**src/rtl/core/ihsrgb_pkg.sv**
```systemverilog
package ihsrgb_pkg;

    // Field widths of the pixel stream.
    localparam int INT_W = 16;
    localparam int HUE_W = 15;
    localparam int SAT_W = 16;
    localparam int OUT_W = 18;

    localparam int S_TDATA_W = 48;
    localparam int M_TDATA_W = 56;

    // Rotation datapath. Angles are held in degrees times 2^22.
    localparam int XY_W      = 32;
    localparam int Z_W       = 32;
    localparam int QUAD_W    = 2;
    localparam int REST_W    = 13;
    localparam int GUARD     = 12;
    localparam int ANGLE_SH  = 16;
    localparam int TABLE_LEN = 24;

    localparam int ANGLE_STAGES_DEF = 16;

    localparam logic [HUE_W-1:0] HUE_TURN    = 15'd23040;
    localparam logic [HUE_W-1:0] HUE_QUARTER = 15'd5760;
    localparam logic [HUE_W-1:0] HUE_HALF    = 15'd11520;
    localparam logic [HUE_W-1:0] HUE_3QUART  = 15'd17280;

    localparam logic [QUAD_W-1:0] QUAD_0 = 2'd0;
    localparam logic [QUAD_W-1:0] QUAD_1 = 2'd1;
    localparam logic [QUAD_W-1:0] QUAD_2 = 2'd2;
    localparam logic [QUAD_W-1:0] QUAD_3 = 2'd3;

    // CORDIC gain and matrix coefficients, all Q30.
    localparam int GAIN_W  = 30;
    localparam int COEF_W  = 31;
    localparam logic [GAIN_W-1:0]        GAIN_Q30       = 30'd652032875;
    localparam logic signed [COEF_W-1:0] THIRD_Q30      = 31'sd357913941;
    localparam logic signed [COEF_W-1:0] RSQRT3_Q30     = 31'sd619925131;
    localparam logic signed [COEF_W-1:0] TWO_THIRDS_Q30 = 31'sd715827883;

    localparam int PROD_W   = XY_W + COEF_W;
    localparam int ACC_W    = 64;
    localparam int ACC_SH   = GUARD + 30;

    localparam logic signed [ACC_W-1:0] OUT_MAX = 64'sd131071;
    localparam logic signed [ACC_W-1:0] OUT_MIN = -64'sd131072;

    // Payload carried through the rotation stages.
    typedef struct packed {
        logic signed [XY_W-1:0] x;
        logic signed [XY_W-1:0] y;
        logic signed [Z_W-1:0]  z;
        logic [INT_W-1:0]       ival;
        logic [QUAD_W-1:0]      quad;
    } rot_t;

    // atan(2^-k) in degrees times 2^22, rounded to nearest.
    function automatic logic signed [Z_W-1:0] arc_entry(input int k);
        logic signed [Z_W-1:0] a;
        case (k)
            0:       a = 32'sd188743680;
            1:       a = 32'sd111421900;
            2:       a = 32'sd58872272;
            3:       a = 32'sd29884485;
            4:       a = 32'sd15000234;
            5:       a = 32'sd7507429;
            6:       a = 32'sd3754631;
            7:       a = 32'sd1877430;
            8:       a = 32'sd938729;
            9:       a = 32'sd469366;
            10:      a = 32'sd234683;
            11:      a = 32'sd117342;
            12:      a = 32'sd58671;
            13:      a = 32'sd29335;
            14:      a = 32'sd14668;
            15:      a = 32'sd7334;
            16:      a = 32'sd3667;
            17:      a = 32'sd1833;
            18:      a = 32'sd917;
            19:      a = 32'sd458;
            20:      a = 32'sd229;
            21:      a = 32'sd115;
            22:      a = 32'sd57;
            23:      a = 32'sd29;
            default: a = 32'sd0;
        endcase
        return a;
    endfunction

endpackage

```
**src/rtl/core/ihsrgb_cordic_stage.sv**
```systemverilog
module ihsrgb_cordic_stage #(
    parameter int K = 0
) (
    input  logic               aclk,
    input  logic               aresetn,
    input  logic               in_valid,
    input  ihsrgb_pkg::rot_t   in_data,
    output logic               up_ready,
    output logic               out_valid,
    output ihsrgb_pkg::rot_t   out_data,
    input  logic               dn_ready
);

    localparam logic signed [ihsrgb_pkg::Z_W-1:0] ARC = ihsrgb_pkg::arc_entry(K);

    logic                              valid_reg;
    ihsrgb_pkg::rot_t                  data_reg;
    ihsrgb_pkg::rot_t                  data_next;
    logic signed [ihsrgb_pkg::XY_W-1:0] dx;
    logic signed [ihsrgb_pkg::XY_W-1:0] dy;

    assign up_ready = !valid_reg || dn_ready;

    always_comb begin
        dx = in_data.y >>> K;
        dy = in_data.x >>> K;
        data_next = in_data;
        if (!in_data.z[ihsrgb_pkg::Z_W-1]) begin
            data_next.x = in_data.x - dx;
            data_next.y = in_data.y + dy;
            data_next.z = in_data.z - ARC;
        end else begin
            data_next.x = in_data.x + dx;
            data_next.y = in_data.y - dy;
            data_next.z = in_data.z + ARC;
        end
    end

    always_ff @(posedge aclk) begin
        if (!aresetn) begin
            valid_reg <= 1'b0;
        end else if (up_ready) begin
            valid_reg <= in_valid;
        end
    end

    always_ff @(posedge aclk) begin
        if (up_ready && in_valid) begin
            data_reg <= data_next;
        end
    end

    assign out_valid = valid_reg;
    assign out_data  = data_reg;

endmodule

```
**config.mk**
```make
export PLATFORM = sky130hd
export DESIGN_NAME = ihsrgb_cordic_stage
export DESIGN_NICKNAME = d
export VERILOG_FILES = /design/src/rtl/core/ihsrgb_pkg.sv /design/src/rtl/core/ihsrgb_cordic_stage.sv
export SDC_FILE = /design/constraint.sdc
export NUM_CORES = 1
export LEC_CHECK = 0
export BUFFER_PORTS_ARGS = -buffer_cell sky130_fd_sc_hd__buf_4
export CAP_MARGIN = 15
export CORE_MARGIN = 3
export CORE_UTILIZATION = 35
export CTS_CLUSTER_SIZE = 40
export DETAILED_ROUTE_END_ITERATION = 16
export PLACE_DENSITY_LB_ADDON = 0.08
export SLEW_MARGIN = 10
export SYNTH_ARGS = -nofsm -noshare
export SYNTH_HDL_FRONTEND = slang
export SYNTH_SLANG_ARGS = --single-unit
```
**constraint.sdc**
```tcl
create_clock -name aclk -period 4.93 [get_ports aclk]
set_input_delay 0.2465 -clock aclk [delete_from_list [all_inputs] [get_ports aclk]]
set_output_delay 0.2465 -clock aclk [all_outputs]
set_load 0.005 [all_outputs]
```
==> results.sh <==
export IMPL_cts_resized=0
export IMPL_core_area_um2=25250
export IMPL_io_pins=234
export IMPL_clk_latency_ns=0.41
export IMPL_hold_viol_final=0
export IMPL_synth_edf_count=113
export IMPL_ys_seq_area_share_pct=37.84
export IMPL_p_total_mw=3.660
export IMPL_leakagePower_nw=5.315
export IMPL_rsz0062_at_grt="false"
export IMPL_synth_cell_types=75
export IMPL_yosys_warnings=0
export IMPL_num_antenna_cells=0
export IMPL_crit_type="in -> reg"
export IMPL_drtAntennaViolNets=0
export IMPL_p_comb_share_pct=28.8
export IMPL_worstPathMaxFanout=16
export IMPL_clkSinkCount=114
export IMPL_grt_usage_pct=19.42
export IMPL_grt_max_degree=90
export IMPL_timing_final_crit_share_pct=64.40
export IMPL_hpwl_um=20830
export IMPL_endpoint_kind="register"
export IMPL_gp_congestion=0.8693
export IMPL_yosysTopAreaCell="edfxtp_1"
export IMPL_cts_buffers=17
export IMPL_hold_path_class="in -> reg"
export IMPL_overflow=0
export IMPL_status="completed"
export IMPL_fin_skew_ns=0.008722
export IMPL_path_clk_slew_ns=0.06
export IMPL_syn_area_um2=9020
export IMPL_internal_power_mw=2.553
export IMPL_syn_nets=1181
export IMPL_portBuffers=233
export IMPL_antenna_found_initial=0
export IMPL_dr_pass1_iters=6
export IMPL_required_ns=5.08
export IMPL_die_w_um=166.5
export IMPL_initial_core_util_pct=35.72
export IMPL_grt_pass1_wl_um=43890
export IMPL_drt_first_iter_violations=789
export IMPL_rows=58
export IMPL_pre_cts_ws_ns=1.355
export IMPL_p_per_area_nw_per_um2=303.4
export IMPL_critPathTopFamily="compound AO/OA/AOI/OAI gates"
export IMPL_setup_violations_final=0
export IMPL_fp_dieH_um=166.5
export IMPL_ctsRootBufferMaster="clkbuf_16"
export IMPL_synth_ff_type="edfxtp_1"
export IMPL_postSynthAreaPerCell_um2=9.425
export IMPL_p_sw_share_pct=30.25
export IMPL_wl_um=27760
export IMPL_final_max_slew_viol_count=0
export IMPL_cts_setup_buffers=0
export IMPL_relSlewSlack_pct=32.05
export IMPL_startpoint_type="input pin"
export IMPL_viasPerCell=5.238
export IMPL_dieArea_um2=27730
export IMPL_vias=8134
export IMPL_fmax_mhz=315.0
export IMPL_cts_hold_buf=40
export IMPL_p_seq_share_pct=34.1
export IMPL_htreeDepth=4
export IMPL_cap_violations=0
export IMPL_min_period_ns=3.175
export IMPL_synth_top_area_share_pct=37.62
export IMPL_tns_ns=0
export IMPL_finalWorstSetupSlack_ns=1.755
export IMPL_cp_num_buf_inv=2
export IMPL_syn_to_final_growth_pct=33.74
export IMPL_drcViolationCount=0
export IMPL_synth_seq_cells=114
export IMPL_finalCoreUtilization_pct=47.77
export IMPL_cts_max_path_buffers=2
export IMPL_tightest_slew_ns=1.019
export IMPL_slowest_stage="nor4_1"
export IMPL_cts_tree="done"
export IMPL_arrival_ns=3.33
export IMPL_timing_critical_path_cells="buf_4, inv_1, ha_1, nor4_1, nand3_1, a21oi_1, o31ai_1, o21bai_1, o2bb2ai_1, nand2_1, o311ai_1, xnor2_1"
export IMPL_detail_route_wl_per_cell_um=17.88
export IMPL_grt_pass1_vias=7932
export IMPL_clock_power_share_pct=37.1
export IMPL_async_flop_share_pct=0
export IMPL_ys_top_cells_by_area="edfxtp_1, ha_1, xnor2_1"
export IMPL_nets=1434
export IMPL_slowest_delay_ns=0.58
export IMPL_ir_worst_vdd_mv=0.2364
export IMPL_p_switching_mw=1.107
export IMPL_drive_gt1_share_pct=23.39
export IMPL_syn_inst=957
==> metal layers <==
metal / global-route usage, % / share of wire [%] / vias up
met4: 4.878 / 1.4 / 0
met2: 30.40 / 45 / 342
met1: 27.98 / 47 / 3824
met5: 0 / 0 / -
met3: 3.323 / 6.6 / 25
li1: - / - / 3943
==> Yosys cell counts (4+ instances only) <==
| cell | n |
|---|---|
| a2111oi_0 | 4 |
| a211o_1 | 6 |
| a211oi_1 | 12 |
| a21o_1 | 22 |
| a21oi_1 | 101 |
| a31oi_1 | 11 |
| buf_1 | 6 |
| buf_2 | 10 |
| clkbuf_1 | 25 |
| edfxtp_1 | 113 |
| fa_1 | 4 |
| ha_1 | 102 |
| inv_1 | 94 |
| mux2i_1 | 12 |
| nand2_1 | 41 |
| nand2b_1 | 14 |
| nand3_1 | 19 |
| nand4_1 | 6 |
| nor2_1 | 80 |
| nor2b_1 | 15 |
| nor3_1 | 5 |
| nor4_1 | 5 |
| o211ai_1 | 12 |
| o21a_1 | 10 |
| o21ai_0 | 61 |
| o21bai_1 | 18 |
| o31ai_1 | 10 |
| or3_1 | 4 |
| xnor2_1 | 59 |
| xor2_1 | 9 |
==> stage by stage <==
| step | instance area [um2] | hold slack (ns) | std cells |
|---|---|---|---|
| 6_report | 12060 | 0.09190 | 1553 |
| 5_1_grt | 12060 | 0.07944 | 1553 |
| 4_1_cts | 12060 | 0.07205 | 1553 |
| 3_5_place_dp | 11030 | 0.4258 | 1481 |
| 3_3_place_gp | 11030 | 0.4244 | 1481 |
| 2_1_floorplan | 9020 | 0.3454 | 957 |
==> placed cells by master (no fill, tap or decap), types with 4 or more instances in the layout <==
cell type,n
xnor2_1,59
nand2_1,41
a21oi_1,101
o21bai_1,18
o31ai_1,10
o21ai_0,61
a211oi_1,12
dlygate4sd3_1,40
nor3_1,5
a21o_1,22
inv_1,94
a2111oi_0,4
clkbuf_16,17
nor2_1,80
or3_1,4
o21a_1,10
mux2i_1,12
nand3_1,19
nor4_1,5
o211ai_1,12
edfxtp_1,113
buf_4,238
xor2_1,9
fa_1,4
a211o_1,6
inv_6,5
nor2b_1,15
a31oi_1,11
ha_1,102
nand2b_1,14
bufinv_16,4
nand4_1,6
==> flip-flops by register name (all words and copies together), names as in the netlist <==
signal and cells:
out_data 113, out_valid 1
==> cell families after synthesis <==
| family | after synthesis | share of synthesized area [%] |
|---|---|---|
| multiplexers | 12 | 1.332 |
| XOR/XNOR | 68 | 6.603 |
| AO/OA/AOI/OAI | 307 | 21.96 |
| adder cells (fa/ha/maj) | 106 | 15.04 |
| flip-flops | 114 | 37.84 |
| AND/OR/NAND/NOR | 209 | 11.08 |
| buffers and inverters | 141 | 6.145 |
==> power groups by stage <==
stage	sequential (mW)	combinational (mW)	clock [mW]
floorplan	1.28	0.581	0
global placement	1.27	1.02	0
detailed placement	1.27	1.02	0
CTS	1.25	1.06	1.40
global route	1.26	1.16	1.44
finish	1.25	1.06	1.36
==> final timing paths <==
kind	start	end	slack [ns]	depth (start not counted)
setup reg to reg	out_valid	out_data[29]	3.01	3
hold reg to reg	out_valid	out_valid	0.54	2
setup / recovery	in_data[61]	out_data[110]	1.76	12
hold / removal	in_valid	out_valid	0.09	3
==> layout make-up <==
type	instances	area (um2)
clock buffer	18	429.2
clock inverter	14	201.4
fill	2444	13190
inverter	97	364.1
multi-input combinational	702	5055
sequential	114	3413
tap	330	412.9
timing repair buffer	278	2187
==> worst min-delay path: stages <==
cell,delay [ns]
buf_4,0.11
inv_1,0.04
a21boi_0,0.06
Note: power is estimated with default switching activity, not from simulation.
